`src/hw/rtl/dpsp_pkg.sv`:
```
package dpsp_pkg;

   // Divider geometry: 16-bit dividend, 9-bit divisor, 8-bit quotient
   localparam int DVD_W = 16;
   localparam int DSR_W = 9;
   localparam int QUO_W = 8;
   localparam int DSH_W = DSR_W + QUO_W - 1;

   // Raw sample and calibration widths
   localparam int RAW_W = 10;
   localparam int VAL_W = 8;
   localparam int DB_W  = 7;

   // Configuration register indexes
   localparam int CSR_IDX_W = 3;
   localparam logic [CSR_IDX_W-1:0] CSR_HIGH_A    = 3'd0;
   localparam logic [CSR_IDX_W-1:0] CSR_LOW_A     = 3'd1;
   localparam logic [CSR_IDX_W-1:0] CSR_HIGH_B    = 3'd2;
   localparam logic [CSR_IDX_W-1:0] CSR_LOW_B     = 3'd3;
   localparam logic [CSR_IDX_W-1:0] CSR_SLOP      = 3'd4;
   localparam logic [CSR_IDX_W-1:0] CSR_DEAD_BAND = 3'd5;

   typedef enum logic [2:0] {
      ST_IDLE,
      ST_PREP,
      ST_SCALE,
      ST_SUM,
      ST_FINISH
   } state_type;

   // Controller to datapath
   typedef struct packed {
      logic capture;
      logic cond;
      logic div_load;
      logic div_step;
      logic sum;
      logic finish;
   } cmd_type;

   // Datapath to controller
   typedef struct packed {
      logic range_ok;
      logic out_free;
   } status_type;

   typedef struct packed {
      logic             ok;
      logic             zero;
      logic [DVD_W-1:0] dividend;
   } cond_type;

   // Range check, clamp and scale numerator: (clamped - low) * 255
   function automatic cond_type condition(
      input logic [VAL_W-1:0] t,
      input logic [VAL_W-1:0] h,
      input logic [VAL_W-1:0] l,
      input logic [VAL_W-1:0] s
   );
      cond_type         r;
      logic [VAL_W-1:0] tc;
      logic [VAL_W-1:0] d;
      r.ok = 1'b1;
      tc   = t;
      if (t > h) begin
         if ({1'b0, t} > ({1'b0, h} + {1'b0, s})) begin
            r.ok = 1'b0;
         end
         tc = h;
      end
      if (tc < l) begin
         // tc < l - s, evaluated without wrap
         if (({1'b0, tc} + {1'b0, s}) < {1'b0, l}) begin
            r.ok = 1'b0;
         end
         tc = l;
      end
      r.zero     = (h <= l);
      d          = tc - l;
      r.dividend = {d, 8'h00} - {8'h00, d};
      return r;
   endfunction

endpackage

```
`src/hw/rtl/dpsp_ram.sv`:
```
module dpsp_ram #(
   parameter int WIDTH = 16,
   parameter int DEPTH = 32
) (
   input  logic                     clock,
   input  logic                     wr_en,
   input  logic [$clog2(DEPTH)-1:0] wr_addr,
   input  logic [WIDTH-1:0]         wr_data,
   input  logic [$clog2(DEPTH)-1:0] rd_addr,
   output logic [WIDTH-1:0]         rd_data
);

   logic [WIDTH-1:0] mem [DEPTH];
   logic [WIDTH-1:0] rd_data_ff;

   always_ff @(posedge clock) begin
      if (wr_en) begin
         mem[wr_addr] <= wr_data;
      end
      rd_data_ff <= mem[rd_addr];
   end

   assign rd_data = rd_data_ff;

endmodule

```
`src/hw/rtl/dpsp_div.sv`:
```
// Restoring divider, one quotient bit per step, 8 steps.
// Quotient must fit in QUO_W bits (dividend < 256 * divisor).
module dpsp_div import dpsp_pkg::*; (
   input  logic             clock,
   input  logic             load,
   input  logic             step,
   input  logic [DVD_W-1:0] dividend,
   input  logic [DSR_W-1:0] divisor,
   output logic [QUO_W-1:0] quotient
);

   logic [DVD_W-1:0] rem_ff, rem_in;
   logic [DSH_W-1:0] dsh_ff, dsh_in;
   logic [QUO_W-1:0] quo_ff, quo_in;

   // Next remainder, shifted divisor and quotient
   always_comb begin
      rem_in = rem_ff;
      dsh_in = dsh_ff;
      quo_in = quo_ff;
      if (load) begin
         rem_in = dividend;
         dsh_in = {divisor, {(QUO_W-1){1'b0}}};
         quo_in = '0;
      end else if (step) begin
         if (DSH_W'(rem_ff) >= dsh_ff) begin
            rem_in = rem_ff - DVD_W'(dsh_ff);
            quo_in = {quo_ff[QUO_W-2:0], 1'b1};
         end else begin
            quo_in = {quo_ff[QUO_W-2:0], 1'b0};
         end
         dsh_in = dsh_ff >> 1;
      end
   end

   always_ff @(posedge clock) begin
      rem_ff <= rem_in;
      dsh_ff <= dsh_in;
      quo_ff <= quo_in;
   end

   assign quotient = quo_ff;

endmodule

```
`src/hw/rtl/dpsp_ctrl.sv`:
```
module dpsp_ctrl import dpsp_pkg::*; (
   input  logic       clock,
   input  logic       reset,
   input  logic       req_valid,
   output logic       req_ready,
   input  status_type status,
   output cmd_type    cmd
);

   state_type  state_ff, state_in;
   logic [2:0] cnt_ff, cnt_in;
   logic       cnt_last;

   assign cnt_last = (cnt_ff == 3'd7);

   // Next state
   always_comb begin
      state_in = state_ff;
      case (state_ff)
         ST_IDLE: begin
            if (req_valid) begin
               state_in = ST_PREP;
            end
         end
         ST_PREP: begin
            state_in = status.range_ok ? ST_SCALE : ST_FINISH;
         end
         ST_SCALE: begin
            if (cnt_last) begin
               state_in = ST_SUM;
            end
         end
         ST_SUM: begin
            state_in = ST_FINISH;
         end
         ST_FINISH: begin
            if (status.out_free) begin
               state_in = ST_IDLE;
            end
         end
         default: begin
            state_in = ST_IDLE;
         end
      endcase
   end

   // Step counter for the scaling divider pass
   always_comb begin
      cnt_in = '0;
      if (state_ff == ST_SCALE) begin
         cnt_in = cnt_ff + 3'd1;
      end
   end

   // Outputs
   always_comb begin
      cmd       = '0;
      req_ready = 1'b0;
      case (state_ff)
         ST_IDLE: begin
            req_ready   = 1'b1;
            cmd.capture = req_valid;
         end
         ST_PREP: begin
            cmd.cond     = 1'b1;
            cmd.div_load = 1'b1;
         end
         ST_SCALE: begin
            cmd.div_step = 1'b1;
         end
         ST_SUM: begin
            cmd.sum = 1'b1;
         end
         ST_FINISH: begin
            cmd.finish = status.out_free;
         end
         default: begin
            cmd = '0;
         end
      endcase
   end

   always_ff @(posedge clock) begin
      if (reset) begin
         state_ff <= ST_IDLE;
         cnt_ff   <= '0;
      end else begin
         state_ff <= state_in;
         cnt_ff   <= cnt_in;
      end
   end

endmodule

```
`src/hw/rtl/dpsp_datapath.sv`:
```
module dpsp_datapath import dpsp_pkg::*; #(
   parameter int WINDOW_DEPTH = 32
) (
   input  logic                 clock,
   input  logic                 reset,
   input  cmd_type              cmd,
   output status_type           status,
   input  logic [RAW_W-1:0]     req_sensor_a,
   input  logic [RAW_W-1:0]     req_sensor_b,
   input  logic                 req_brake_pressed,
   input  logic                 csr_valid,
   output logic                 csr_ready,
   input  logic [CSR_IDX_W-1:0] csr_index,
   input  logic [VAL_W-1:0]     csr_data,
   output logic                 rsp_valid,
   input  logic                 rsp_ready,
   output logic [VAL_W-1:0]     rsp_pedal_a,
   output logic [VAL_W-1:0]     rsp_pedal_b,
   output logic                 rsp_panic,
   output logic                 rsp_disagree_seen,
   output logic [VAL_W-1:0]     rsp_disagree_total,
   output logic                 rsp_brake_lockout,
   output logic                 rsp_brake_active
);

   localparam int PTR_W = $clog2(WINDOW_DEPTH);
   localparam int SUM_W = VAL_W + PTR_W;
   localparam logic [VAL_W-1:0] DISAGREE_LIMIT  = 8'd25;
   localparam logic [VAL_W-1:0] LOCKOUT_RELEASE = 8'd38;
   // Window average by reciprocal multiply, exact for every sum below 2**SUM_W
   localparam int RCP_K = SUM_W + PTR_W;
   localparam int PRD_W = 2 * SUM_W + 1;
   localparam logic [SUM_W:0] RCP_M =
      (SUM_W+1)'(((1 << RCP_K) + WINDOW_DEPTH - 1) / WINDOW_DEPTH);

   // Configuration registers
   logic [VAL_W-1:0] high_a_ff, low_a_ff, high_b_ff, low_b_ff, slop_ff;
   logic [DB_W-1:0]  dead_band_ff;

   // Item registers
   logic [VAL_W-1:0] t_a_ff, t_b_ff;
   logic             brake_ff;
   logic             ok_ff, zero_a_ff, zero_b_ff;
   logic [VAL_W-1:0] v_a_ff, v_b_ff;
   logic [SUM_W-1:0] sum_a_new_ff, sum_b_new_ff;

   // Block state
   logic [SUM_W-1:0] sum_a_ff, sum_b_ff;
   logic [PTR_W-1:0] ptr_ff;
   logic             wrapped_ff;
   logic             disagree_ff;
   logic [VAL_W-1:0] dis_cnt_ff;
   logic             lockout_ff;

   // Result register
   logic             rsp_valid_ff;
   logic [VAL_W-1:0] rsp_pedal_a_ff, rsp_pedal_b_ff, rsp_total_ff;
   logic             rsp_panic_ff, rsp_seen_ff, rsp_lockout_ff, rsp_brake_ff;

   cond_type         cond_a, cond_b;
   logic [2*VAL_W-1:0] rd_data;
   logic [VAL_W-1:0] old_a, old_b, v_a_sel, v_b_sel;
   logic [SUM_W-1:0] sum_a_new, sum_b_new;
   logic [DVD_W-1:0] dvd_a, dvd_b;
   logic [DSR_W-1:0] dsr_a, dsr_b;
   logic [QUO_W-1:0] q_a, q_b;
   logic [PRD_W-1:0] prod_a, prod_b;
   logic [VAL_W-1:0] avg_a, avg_b;
   logic [VAL_W-1:0] diff, dz_a, dz_b, dz_hi;
   logic             disagree, lk_new, commit, pass;

   function automatic logic [VAL_W-1:0] deadzone(
      input logic [VAL_W-1:0] v,
      input logic [DB_W-1:0]  db,
      input logic [VAL_W-1:0] hi
   );
      logic [VAL_W-1:0] r;
      r = v;
      if (v < {1'b0, db}) begin
         r = '0;
      end else if (v > hi) begin
         r = '1;
      end
      return r;
   endfunction

   // Configuration writes
   assign csr_ready = 1'b1;

   always_ff @(posedge clock) begin
      if (reset) begin
         high_a_ff    <= 8'd231;
         low_a_ff     <= 8'd162;
         high_b_ff    <= 8'd161;
         low_b_ff     <= 8'd109;
         slop_ff      <= 8'd50;
         dead_band_ff <= 7'd10;
      end else if (csr_valid) begin
         case (csr_index)
            CSR_HIGH_A:    high_a_ff    <= csr_data;
            CSR_LOW_A:     low_a_ff     <= csr_data;
            CSR_HIGH_B:    high_b_ff    <= csr_data;
            CSR_LOW_B:     low_b_ff     <= csr_data;
            CSR_SLOP:      slop_ff      <= csr_data;
            CSR_DEAD_BAND: dead_band_ff <= csr_data[DB_W-1:0];
            default: begin
            end
         endcase
      end
   end

   // Input capture: keep the top 8 bits of each sample
   always_ff @(posedge clock) begin
      if (cmd.capture) begin
         t_a_ff   <= req_sensor_a[RAW_W-1:RAW_W-VAL_W];
         t_b_ff   <= req_sensor_b[RAW_W-1:RAW_W-VAL_W];
         brake_ff <= req_brake_pressed;
      end
   end

   // Range check and clamp
   assign cond_a = condition(t_a_ff, high_a_ff, low_a_ff, slop_ff);
   assign cond_b = condition(t_b_ff, high_b_ff, low_b_ff, slop_ff);

   always_ff @(posedge clock) begin
      if (cmd.cond) begin
         ok_ff     <= cond_a.ok & cond_b.ok;
         zero_a_ff <= cond_a.zero;
         zero_b_ff <= cond_b.zero;
      end
   end

   // Window memory, both channels side by side; entry at ptr is valid once wrapped
   dpsp_ram #(
      .WIDTH (2*VAL_W),
      .DEPTH (WINDOW_DEPTH)
   ) u_window (
      .clock   (clock),
      .wr_en   (commit),
      .wr_addr (ptr_ff),
      .wr_data ({v_a_ff, v_b_ff}),
      .rd_addr (ptr_ff),
      .rd_data (rd_data)
   );

   assign old_a = wrapped_ff ? rd_data[2*VAL_W-1:VAL_W] : '0;
   assign old_b = wrapped_ff ? rd_data[VAL_W-1:0] : '0;

   // Scaled value and updated running sums
   assign v_a_sel   = zero_a_ff ? '0 : q_a;
   assign v_b_sel   = zero_b_ff ? '0 : q_b;
   assign sum_a_new = sum_a_ff - SUM_W'(old_a) + SUM_W'(v_a_sel);
   assign sum_b_new = sum_b_ff - SUM_W'(old_b) + SUM_W'(v_b_sel);

   always_ff @(posedge clock) begin
      if (cmd.sum) begin
         v_a_ff       <= v_a_sel;
         v_b_ff       <= v_b_sel;
         sum_a_new_ff <= sum_a_new;
         sum_b_new_ff <= sum_b_new;
      end
   end

   // Scaling divider operands
   assign dvd_a = cond_a.dividend;
   assign dvd_b = cond_b.dividend;
   assign dsr_a = {1'b0, high_a_ff - low_a_ff};
   assign dsr_b = {1'b0, high_b_ff - low_b_ff};

   dpsp_div u_div_a (
      .clock    (clock),
      .load     (cmd.div_load),
      .step     (cmd.div_step),
      .dividend (dvd_a),
      .divisor  (dsr_a),
      .quotient (q_a)
   );

   dpsp_div u_div_b (
      .clock    (clock),
      .load     (cmd.div_load),
      .step     (cmd.div_step),
      .dividend (dvd_b),
      .divisor  (dsr_b),
      .quotient (q_b)
   );

   // Window averages from the registered sums
   assign prod_a = PRD_W'(sum_a_new_ff) * PRD_W'(RCP_M);
   assign prod_b = PRD_W'(sum_b_new_ff) * PRD_W'(RCP_M);
   assign avg_a  = prod_a[RCP_K +: VAL_W];
   assign avg_b  = prod_b[RCP_K +: VAL_W];

   // Cross-check, deadzone and brake lockout on the averages
   assign diff     = (avg_a > avg_b) ? (avg_a - avg_b) : (avg_b - avg_a);
   assign disagree = ok_ff & (diff >= DISAGREE_LIMIT);
   assign dz_hi    = 8'd255 - {1'b0, dead_band_ff};
   assign dz_a     = deadzone(avg_a, dead_band_ff, dz_hi);
   assign dz_b     = deadzone(avg_b, dead_band_ff, dz_hi);
   assign lk_new   = brake_ff |
                     (lockout_ff & ~((dz_a < LOCKOUT_RELEASE) | (dz_b < LOCKOUT_RELEASE)));
   assign commit   = cmd.finish & ok_ff;
   assign pass     = ok_ff & ~disagree & ~lk_new;

   // Block state update
   always_ff @(posedge clock) begin
      if (reset) begin
         sum_a_ff    <= '0;
         sum_b_ff    <= '0;
         ptr_ff      <= '0;
         wrapped_ff  <= 1'b0;
         disagree_ff <= 1'b0;
         dis_cnt_ff  <= '0;
         lockout_ff  <= 1'b0;
      end else if (commit) begin
         sum_a_ff <= sum_a_new_ff;
         sum_b_ff <= sum_b_new_ff;
         if (ptr_ff == PTR_W'(WINDOW_DEPTH - 1)) begin
            ptr_ff     <= '0;
            wrapped_ff <= 1'b1;
         end else begin
            ptr_ff <= ptr_ff + 1'b1;
         end
         if (disagree) begin
            disagree_ff <= 1'b1;
            dis_cnt_ff  <= dis_cnt_ff + 8'd1;
         end else begin
            lockout_ff <= lk_new;
         end
      end
   end

   // Result register
   always_ff @(posedge clock) begin
      if (reset) begin
         rsp_valid_ff <= 1'b0;
      end else if (cmd.finish) begin
         rsp_valid_ff <= 1'b1;
      end else if (rsp_ready) begin
         rsp_valid_ff <= 1'b0;
      end
   end

   always_ff @(posedge clock) begin
      if (cmd.finish) begin
         rsp_pedal_a_ff <= pass ? dz_a : '0;
         rsp_pedal_b_ff <= pass ? dz_b : '0;
         rsp_panic_ff   <= ~ok_ff | disagree;
         rsp_seen_ff    <= disagree_ff | disagree;
         rsp_total_ff   <= dis_cnt_ff + {7'd0, disagree};
         rsp_lockout_ff <= (ok_ff & ~disagree) ? lk_new : lockout_ff;
         rsp_brake_ff   <= brake_ff;
      end
   end

   assign status             = '{range_ok: cond_a.ok & cond_b.ok,
                                 out_free: ~rsp_valid_ff | rsp_ready};
   assign rsp_valid          = rsp_valid_ff;
   assign rsp_pedal_a        = rsp_pedal_a_ff;
   assign rsp_pedal_b        = rsp_pedal_b_ff;
   assign rsp_panic          = rsp_panic_ff;
   assign rsp_disagree_seen  = rsp_seen_ff;
   assign rsp_disagree_total = rsp_total_ff;
   assign rsp_brake_lockout  = rsp_lockout_ff;
   assign rsp_brake_active   = rsp_brake_ff;

endmodule

```
`src/hw/rtl/dual_pedal_sensor_plausibility.sv`:
```
// Channel   Handshake              Payload
// req       req_valid/req_ready    sensor_a[10], sensor_b[10], brake_pressed
// rsp       rsp_valid/rsp_ready    pedal_a, pedal_b, panic, disagree_seen,
//                                  disagree_total, brake_lockout, brake_active
// csr       csr_valid/csr_ready    csr_index[3], csr_data[8] (always ready)
//
// An item in range passes through transfer, check, 8 scaling divider steps,
// sum update and result load. Both channels share these steps in two divider
// lanes run side by side. An out-of-range item goes from the check straight
// to the result load. One item is in flight at a time.
// A stalled result holds the block in its last step; the next item is taken
// as soon as the result register is loaded. No clearing pass after reset.
module dual_pedal_sensor_plausibility import dpsp_pkg::*; #(
   parameter int WINDOW_DEPTH = 32
) (
   input  logic                 clock,
   input  logic                 reset,
   input  logic                 req_valid,
   output logic                 req_ready,
   input  logic [RAW_W-1:0]     req_sensor_a,
   input  logic [RAW_W-1:0]     req_sensor_b,
   input  logic                 req_brake_pressed,
   output logic                 rsp_valid,
   input  logic                 rsp_ready,
   output logic [VAL_W-1:0]     rsp_pedal_a,
   output logic [VAL_W-1:0]     rsp_pedal_b,
   output logic                 rsp_panic,
   output logic                 rsp_disagree_seen,
   output logic [VAL_W-1:0]     rsp_disagree_total,
   output logic                 rsp_brake_lockout,
   output logic                 rsp_brake_active,
   input  logic                 csr_valid,
   output logic                 csr_ready,
   input  logic [CSR_IDX_W-1:0] csr_index,
   input  logic [VAL_W-1:0]     csr_data
);

   cmd_type    cmd;
   status_type status;

   dpsp_ctrl u_ctrl (
      .clock     (clock),
      .reset     (reset),
      .req_valid (req_valid),
      .req_ready (req_ready),
      .status    (status),
      .cmd       (cmd)
   );

   dpsp_datapath #(
      .WINDOW_DEPTH (WINDOW_DEPTH)
   ) u_datapath (
      .clock              (clock),
      .reset              (reset),
      .cmd                (cmd),
      .status             (status),
      .req_sensor_a       (req_sensor_a),
      .req_sensor_b       (req_sensor_b),
      .req_brake_pressed  (req_brake_pressed),
      .csr_valid          (csr_valid),
      .csr_ready          (csr_ready),
      .csr_index          (csr_index),
      .csr_data           (csr_data),
      .rsp_valid          (rsp_valid),
      .rsp_ready          (rsp_ready),
      .rsp_pedal_a        (rsp_pedal_a),
      .rsp_pedal_b        (rsp_pedal_b),
      .rsp_panic          (rsp_panic),
      .rsp_disagree_seen  (rsp_disagree_seen),
      .rsp_disagree_total (rsp_disagree_total),
      .rsp_brake_lockout  (rsp_brake_lockout),
      .rsp_brake_active   (rsp_brake_active)
   );

endmodule

```
`config.mk`:
```
export PLATFORM = sky130hd
export DESIGN_NAME = dual_pedal_sensor_plausibility
export DESIGN_NICKNAME = d
export VERILOG_FILES = /design/src/hw/rtl/dpsp_pkg.sv /design/src/hw/rtl/dpsp_ram.sv /design/src/hw/rtl/dpsp_div.sv /design/src/hw/rtl/dpsp_ctrl.sv /design/src/hw/rtl/dpsp_datapath.sv /design/src/hw/rtl/dual_pedal_sensor_plausibility.sv
export SDC_FILE = /design/constraint.sdc
export NUM_CORES = 1
export LEC_CHECK = 0
export BUFFER_PORTS_ARGS = -buffer_cell sky130_fd_sc_hd__clkbuf_2
export CORE_ASPECT_RATIO = 1.25
export CORE_MARGIN = 1.5
export CORE_UTILIZATION = 57
export DETAILED_ROUTE_END_ITERATION = 7
export PLACE_DENSITY_LB_ADDON = 0.12
export SLEW_MARGIN = 30
export SYNTH_ARGS = -nofsm -noshare
export SYNTH_HDL_FRONTEND = slang
export SYNTH_HIERARCHICAL = 1
export SYNTH_SLANG_ARGS = --single-unit
```
`constraint.sdc`:
```
create_clock -name clock -period 7.1 [get_ports clock]
set_input_delay 1.065 -clock clock [delete_from_list [all_inputs] [get_ports clock]]
set_output_delay 1.065 -clock clock [all_outputs]
set_load 0.05 [all_outputs]
```
# [Yosys cells after proc, flatten, opt, wreduce, memory -nomap -nowiden]
# Memories as Yosys holds them, arrays and structs flattened. A register that Yosys moved wholly into a read port is not among the register bits.
# Index checks and enable logic that the tools add are counted.
[totals] input_bits=37 wordCells=185 reg_bits=264 memories=1 ram_bits=512
[mem_list] memory="u_datapath.u_window.mem" depth=32 word_bits=16 read_ports=1 rd_clocked_by_memory_dff=1 write_ports=1 line="dpsp_ram.sv:13" text="logic [WIDTH-1:0] mem [DEPTH];"
[classes] bitwise=17 n_eq_ne=14 reduce_logical=19 n_lt_le_gt_ge=20 addsub=23 n_mux=50
[ops] operator="8-bit two-way mux" count=13
[ops] operator="16-bit two-way mux" count=6
[ops] operator="15-bit two-way mux" count=4
[ops] operator="8-bit subtractor" count=6
[ops] operator="8-bit greater-than comparator" count=5
[ops] operator="8-bit by 8-bit adder with 9-bit output" count=4
[ops] operator="16-bit by 15-bit >= comparator with 1-bit output" count=2
[ops] operator="16-bit by 15-bit subtractor with 16-bit output" count=2
[ops] operator="16-bit by 8-bit subtractor with 16-bit output" count=2
[ops] operator="13-bit by 8-bit adder with 13-bit output" count=2
[ops] operator="13-bit by 8-bit subtractor with 13-bit output" count=2
[ops] operator="2-bit AND reduction" count=11
[ops] operator="1-bit two-way mux" count=20
[ops] operator="8-bit by 9-bit greater-than comparator with 1-bit output" count=2
[ops] operator="9-bit by 8-bit less-than comparator with 1-bit output" count=2
[ops] operator="8-bit less-or-equal comparator" count=2
[ops] operator="8-bit by 6-bit less-than comparator with 1-bit output (second input constant)" count=2
[ops] operator="8-bit by 7-bit less-than comparator with 1-bit output" count=2
[ops] operator="8-bit less-than comparator" count=2
[ops] operator="3-bit one-hot mux with 5 select lines" count=1
[ops] operator="3-bit by 2-bit equality test with 1-bit output (second input constant)" count=4
[ops] operator="3-bit equality test (second input constant)" count=4
[ops] operator="3-bit two-way mux" count=4
[ops] operator="8-bit by 1-bit adder with 8-bit output" count=1
[ops] operator="18 further kinds" count=38

# [Logic depth before layout (Yosys ltp)]
# Gate-level depths: netlist (run 1).
[depth] depth_word=11 ltp_mapped=29 depth_no_buf=28

# [Hierarchy]
# Netlist (run 1), hierarchy kept.
[modules_own_cells] mod="dpsp_ram" instances=1 area_per_inst_um2=20534.7 seq_area_each_um2=15695.1 cells_per_inst=1143
[modules_own_cells] mod="dpsp_datapath" instances=1 area_per_inst_um2=14290.0 seq_area_each_um2=4504.3 cells_per_inst=1606
[modules_own_cells] mod="dpsp_div" instances=2 area_per_inst_um2=2656.3 seq_area_each_um2=1051.0 cells_per_inst=292
[modules_own_cells] mod="dpsp_ctrl" instances=1 area_per_inst_um2=337.8 seq_area_each_um2=120.1 cells_per_inst=33

# [Worst setup path after synthesis (run 1)]
# OpenSTA, ideal clock, no wires.
[synth_timing] path_type="input-to-reg" start="input rsp_ready" end="memory u_datapath.u_window.mem[28][0] (enable)" setup_slack_ns=-0.161 stages=8 setup_ns=0.388 arrival_time_ns=6.872 path_buffers=2 required_time_ns=6.712 path_cell_list="nand2b_1 nor4bb_1 nand2_1 inv_2 buf_1 or3b_2 clkbuf_1 nor2_1"
[synth_lines] item="start: declaration" line="dual_pedal_sensor_plausibility.sv:24" text="input logic rsp_ready,"
[synth_lines] item="end: declaration" line="dpsp_ram.sv:13"

==> results.toml, run 1 <==
[status]
outcome = "complete, no violations"

[drt]
drc = 0
first_pass_iters = 6
routedWlPerCell_um = 21.8
drt.antenna.violating_nets = 0
drt_iter0_markers = 1927
via_count = 26500
routed_via_density = 5.96
wl_um = 96900

[floorplanning]
start_util_pct = 57.4
die_h_um = 301
row_count = 109
coreArea_mm2 = 0.0705
io_pins = 68
die_w_um = 241
die_area_mm2 = 0.0726

[logic_synthesis]
avgSynthCellArea_um2 = 12.0
ys_seq_area_share_pct = 55.4
ys_async_sr_fraction_pct = 0
synth_top_cell_by_area = "edfxtp_1"
synth_enable_flop_cells = 652
synth.distinct_cells = 106
synthTopCellsByArea = "edfxtp_1 (48%), mux2i_1 (7.6%), ha_1 (7.3%)"
yosysTopAreaCellShare_pct = 48.4
netlist_area_mm2 = 0.0405
synth_ff_type = "edfxtp_1"
synth-seq-cells = 794
yosys_warnings = 6
synth_cells = 3366

[sta]
finalSetupViolations = 0
worst_clock_skew_ps = 35.1
worstMarginPinSlew_ps = 945
slew_headroom_pct = 37.0
hold_viol = 0
drv_slew = 0
rsz0062_at_grt = "true"
fmax_ghz = 0.150
fin_crit_sh_pct = 93.7
period_minus_slack_ps = 6660

[global_route]
antenna_found_initial = 0
grt_pass1_wl_um = 150000
grt_pass1_vias = 26800
gr-total-overflow = 0
grt_usage_pct = 27.0
grt_start_max_net_pins = 136

[place]
hpwl_um = 66500
place_congestion = 0.884
placedCellCount = 4308
io_buffers = 62

[final_layout]
n_fill_cell = 5461
seqCellArea_mm2 = 0.0224
final_layout_size_suffix_gt1_share_pct = 9.91
area_growth_pct = 9.72
fin_util_pct = 63.0
multi_input_area_mm2 = 0.0163
instances_no_fill = 4454
n_antenna_cell = 0
nNetsFinal = 3747

[worst_setup_path]
cp-end-kind = "register"
reg2reg_depth = 26
cp.arrival_ps = 7050
worstPathMaxFanout = 13
r2r_slack_ps = 440
path_class = "reg2reg"
reg2reg_to = "u_datapath/u_div_b/rem_ff[15]$_DFFE_PP_"
timing.rr.start = "u_datapath/high_b_ff[6]$_SDFFE_PP0P_"
critPathRequiredTime_ps = 7490
startpoint_type = "register"

[clock_tree]
numClockSinks = 794
cts.htree.levels = 3
clock_latency_ps = 650
cts_root_buffer = "clkbuf_16"
cts_buffers = 79
cts.repair.resized = 0
clkTransAtPathRegs_ps = 60
tritoncts = "yes"
cts_hold_repair.buffers = 0
post_cts_buffers = 0
ctsLongestPathBuffers = 3

[pwr]
leakagePower_uw = 0.0162
p_per_area_mw_per_mm2 = 283
p_total_uw = 12600
irDropWorstVdd_uv = 240

[worst_hold_path]
hp-start = "u_ctrl/cnt_ff[0]$_SDFF_PP0_"
whs_endpoint = "u_ctrl/cnt_ff[0]$_SDFF_PP0_"
min_path_cells = 1
holdCritPathClass = "reg2reg"

[flow_run]
cap_violations = 0
per-stage QoR:
step	hold slack [ps]	instance area (um2)	setup TNS (ps)	worst slack (ps)
after floorplan	396	40500	0	855
after global placement	405	41600	0	392
after detailed placement	410	41800	0	210
after CTS	419	44400	0	181
after global routing	443	44400	-10.9	-10.9
final	414	44400	0	444
flip-flops by register name, indices dropped and copies added, names as in the netlist, 13 cells and up:
signal,cells
u_datapath/u_window/mem,512
u_datapath/u_div_a/dsh_ff,16
u_datapath/u_div_a/rem_ff,16
u_datapath/u_div_b/dsh_ff,16
u_datapath/u_div_b/rem_ff,16
u_datapath/u_window/rd_data,16
u_datapath/sum_a_ff,13
u_datapath/sum_a_new_ff,13
u_datapath/sum_b_ff,13
u_datapath/sum_b_new_ff,13
layout by cell type (no fill, tap or decap), types with 19 or more instances in the layout:
master / n
clkbuf_16: 79
xnor2_1: 66
nor2b_1: 43
mux2i_1: 309
nand2b_1: 42
inv_1: 229
a21o_1: 41
edfxtp_1: 652
nand3_1: 59
a21oi_1: 201
a31oi_1: 34
nor3_1: 41
and2_1: 31
clkbuf_2: 61
o21ai_0: 97
a22o_1: 32
nand2_1: 251
a22oi_1: 68
o21a_1: 22
nor2_1: 206
buf_4: 67
a211oi_1: 22
ha_1: 236
dfxtp_1: 141
nand4_1: 40
fa_1: 28
o21bai_1: 19
o31ai_1: 25
xor2_1: 34
logic make-up (layout without fill, tap and decap cells):
logic type               after synthesis  in the layout  synth area share (%)
AO/OA/AOI/OAI                        686            686                  11.3
XOR/XNOR                             100            100                  2.16
adder cells (fa/ha/maj)              264            264                  8.68
buffers and inverters                379            523                  4.41
flip-flops                           794            794                  55.4
multiplexers                         322            322                  8.10
other                                  2              3                0.0186
AND/OR/NAND/NOR                      819            819                  9.91
per-layer routing:
layer,vias to the layer above,share of wire (%),global-route usage (%)
met5,-,0,0
met4,0,3.6,10.5
met3,186,4.4,3.41
met2,705,51,48.1
met1,13100,41,33.3
li1,12500,-,-
power by group:
| group | total (uW) | internal, uW | switching [uW] |
|---|---|---|---|
| combinational | 3080 | 1230 | 1860 |
| sequential | 5360 | 5250 | 112 |
| clock | 4130 | 2310 | 1830 |
| total | 12600 | 8780 | 3790 |
worst max-delay path by stage:
stage	from	end	slack, ps	cells after the start
final	u_datapath/high_b_ff[6]$_SDFFE_PP0P_	u_datapath/u_div_b/rem_ff[15]$_DFFE_PP_	440	26
after global routing	u_datapath/high_b_ff[6]$_SDFFE_PP0P_	u_datapath/u_div_b/rem_ff[12]$_DFFE_PP_	-10	26
after CTS	u_datapath/high_b_ff[6]$_SDFFE_PP0P_	u_datapath/u_div_b/rem_ff[15]$_DFFE_PP_	180	26
after detailed placement	u_datapath/high_b_ff[6]$_SDFFE_PP0P_	u_datapath/u_div_b/rem_ff[15]$_DFFE_PP_	210	26
after global placement	u_datapath/high_a_ff[1]$_SDFFE_PP1P_	u_datapath/u_div_a/rem_ff[12]$_DFFE_PP_	390	25
after floorplan	u_datapath/high_a_ff[1]$_SDFFE_PP1P_	u_datapath/u_div_a/rem_ff[12]$_DFFE_PP_	860	28
Yosys cell counts, types with 62 or more instances:
| cell | count |
|---|---|
| edfxtp_1 | 652 |
| mux2i_1 | 309 |
| nand2_1 | 251 |
| ha_1 | 236 |
| inv_1 | 229 |
| nor2_1 | 207 |
| a21oi_1 | 203 |
| dfxtp_1 | 142 |
| o21ai_0 | 98 |
| a22oi_1 | 68 |
| xnor2_1 | 66 |
| clkbuf_1 | 62 |
area by class of cell:
| class | count | area share (%) |
|---|---|---|
| flip-flops and latches | 794 | 50.5 |
| clock inverters | 46 | 1.04 |
| well taps | 943 | 2.66 |
| clock buffers | 100 | 4.72 |
| multi-input cells | 2194 | 36.8 |
| repair buffers | 145 | 2.35 |
| inverters | 232 | 1.96 |
worst max-delay path, stage by stage (launching register included):
cell and delay [ps]:
dfxtp_1 420, inv_1 100, ha_1 330, nand4_1 180, nor2_1 100, a211oi_1 310
nor2_2 170, o21ai_0 380, ha_1 330, a21o_1 170, a21o_1 180, a221oi_2 300
nand4b_1 190, o31ai_4 240, mux2i_1 280, ha_1 180, inv_1 50, fa_1 480
a21o_1 210, a21oi_1 240, o21bai_1 110, a21oi_1 180, xor2_1 420, and3_1 360
nor2_1 70, a222oi_1 350, nand2_1 100
(Power assumes the default switching activity.)
==> run 2: changes to the inputs <==
--- a/config.mk
+++ b/config.mk
@@ -6,10 +6,12 @@
 export NUM_CORES = 1
 export LEC_CHECK = 0
 export BUFFER_PORTS_ARGS = -buffer_cell sky130_fd_sc_hd__clkbuf_2
+export CAP_MARGIN = 20
 export CORE_ASPECT_RATIO = 1.25
 export CORE_MARGIN = 1.5
 export CORE_UTILIZATION = 57
 export DETAILED_ROUTE_END_ITERATION = 7
+export GPL_TIMING_DRIVEN = 0
 export PLACE_DENSITY_LB_ADDON = 0.12
 export SLEW_MARGIN = 30
 export SYNTH_ARGS = -nofsm -noshare
==> run 2 against run 1 <==
Against the previous run:
- the flow now finishes with violations (design-rule violations)
- count of clock-buffer cells in the layout up 4
- register-to-register slack worse by 220 ps
- global-route usage up 2.1 points
- highest routed layer unchanged
- clock skew up 7.6 ps
- die area unchanged
- total power up 2.3%
- core utilization up 1.6 points
- worst setup slack worse by 220 ps
==> results.toml, run 2 (same netlist as run 1, synthesis figures left out) <==
[clock_tree]
cts.htree.levels = 3
clkTransAtPathRegs_ps = 70
cts_buffers = 82
cts_root_buffer = "clkbuf_16"
tritoncts = "yes"
ctsLongestPathBuffers = 3
clock_latency_ps = 660
cts_hold_repair.buffers = 0
numClockSinks = 794

[global_route]
grt_pass1_wl_um = 158000
gr-total-overflow = 0
grt_start_max_net_pins = 40
grt_usage_pct = 29.1
grt_pass1_vias = 27500
antenna_found_initial = 0

[place]
io_buffers = 62
place_congestion = 0.942
hpwl_um = 78100
dpl_worst_slack_ps = -574
placedCellCount = 4415

[pwr]
p_per_area_mw_per_mm2 = 283
leakagePower_uw = 0.0166
p_total_uw = 12900
irDropWorstVdd_uv = 267

[drt]
via_count = 27200
drt_iter0_markers = 2016
first_pass_iters = 7
drt.antenna.violating_nets = 0
routed_via_density = 5.93
wl_um = 105000
drc = 2
routedWlPerCell_um = 23.0

[final_layout]
area_growth_pct = 12.4
final_layout_size_suffix_gt1_share_pct = 12.2
largest_reg_flops = 512
nNetsFinal = 3868
layout_commonest_cell = "edfxtp_1"
largest-register = "u_datapath/u_window/mem"
final_cell_mix = "edfxtp_1 (652), mux2i_1 (307), nand2_1 (251)"
fin_util_pct = 64.5
instances_no_fill = 4581

[status]
outcome = "finished, violations left"
failed_checks = "design-rule violations"

[sta]
hold_viol = 0
finalSetupTns_ps = 0
finalSetupViolations = 0
fin_ws_ps = 226
fin_crit_sh_pct = 96.8
fmax_ghz = 0.145
slew_headroom_pct = 37.7
worstMarginPinSlew_ps = 933
period_minus_slack_ps = 6870
worst_clock_skew_ps = 42.6
drv_slew = 0

[worst_setup_path]
startpoint_type = "register"
reg2reg_to = "u_datapath/u_div_a/rem_ff[12]$_DFFE_PP_"
cpLargestDelayFamily = "compound AO/OA/AOI/OAI gates"
cp-end-kind = "register"
path_class = "reg2reg"
worstPathMaxFanout = 10
crit_slowest_cell = "o21ai_0"
timing.rr.start = "u_datapath/t_a_ff[7]$_DFFE_PP_"
reg2reg_depth = 25
worst-path-buf-inv = 2
cpPeakStageDelay_ps = 660
cp.arrival_ps = 7270
critPathRequiredTime_ps = 7490
r2r_slack_ps = 230

[floorplanning]
die_h_um = 301
row_count = 109
start_util_pct = 57.4
coreArea_mm2 = 0.0705
die_w_um = 241
io_pins = 68
die_area_mm2 = 0.0726

[worst_hold_path]
min_path_cells = 1
whs_endpoint = "u_ctrl/cnt_ff[0]$_SDFF_PP0_"
hp-start = "u_ctrl/cnt_ff[0]$_SDFF_PP0_"
holdCritPathClass = "reg2reg"

[flow_run]
cap_violations = 0
run 2: final cells by class:
class | instances | area (um2)
Antenna cell | 1 | 2.50
Buffer | 147 | 926
Clock buffer | 104 | 2170
Clock inverter | 50 | 528
Fill cell | 5414 | 25000
Inverter | 232 | 871
Multi-Input combinational cell | 2194 | 16500
Sequential cell | 794 | 22400
Tap cell | 943 | 1180
Timing Repair Buffer | 116 | 931
run 2: metal layers:
metal	GRT usage, %	wire length (um)	vias up
li1	-	-	12800
met1	32.8	39900	13300
met2	53.0	54700	828
met3	3.58	4700	250
met4	16.0	6080	0
met5	0	0	-
run 2: worst max path at each step:
| stage | end | start | slack, ps | depth (start not counted) |
|---|---|---|---|---|
| 3_3_place_gp | u_datapath/u_window/mem[20][7]$_DFFE_PP_ | rsp_ready | -1460 | 9 |
| 4_1_cts | u_datapath/u_div_b/rem_ff[15]$_DFFE_PP_ | u_datapath/high_b_ff[1]$_SDFFE_PP0P_ | 40 | 29 |
| 5_1_grt | u_datapath/u_div_b/rem_ff[15]$_DFFE_PP_ | u_datapath/high_b_ff[1]$_SDFFE_PP0P_ | -90 | 29 |
| 3_5_place_dp | u_datapath/u_div_a/rem_ff[12]$_DFFE_PP_ | u_datapath/high_a_ff[1]$_SDFFE_PP1P_ | -570 | 27 |
| 2_1_floorplan | u_datapath/u_div_a/rem_ff[12]$_DFFE_PP_ | u_datapath/high_a_ff[1]$_SDFFE_PP1P_ | 860 | 28 |
| 6_report | u_datapath/u_div_a/rem_ff[12]$_DFFE_PP_ | u_datapath/t_a_ff[7]$_DFFE_PP_ | 230 | 25 |
run 2: report_power, final:
| group | leakage (uW) | switching [uW] | internal [uW] |
|---|---|---|---|
| clock network | 0.00132 | 1880 | 2420 |
| registers | 0.00710 | 101 | 5250 |
| logic | 0.00822 | 1940 | 1270 |
| total | 0.0166 | 3920 | 8940 |
run 2: stage by stage:
| stage | hold slack (ps) | instance area [um2] |
|---|---|---|
| final | 431 | 45500 |
| after global routing | 465 | 45500 |
| after CTS | 435 | 45400 |
| after detailed placement | 426 | 42600 |
| after global placement | 405 | 42000 |
| after floorplan | 396 | 40500 |
run 2: worst register-to-register path, stage by stage (launching register included):
cell,delay (ps)
edfxtp_1,530
ha_1,370
nand2_1,80
or3b_1,440
a21oi_2,280
nor2_4,80
o21ai_0,660
ha_1,280
a21o_1,110
a21oi_1,70
and2_1,160
a31oi_1,300
nor3_2,80
buf_4,160
clkbuf_2,170
nor2_1,130
a21oi_1,90
fa_1,440
a21o_1,180
a21oi_2,160
xnor2_1,140
or3_1,480
or3_4,400
o41ai_2,370
o21ai_1,200
o211a_1,250
run 2: timing repair:
action,in CTS,in global routing
pin swaps,2,2
setup endpoints to repair,19,17
buffers inserted,4,3
gates resized for setup,14,22
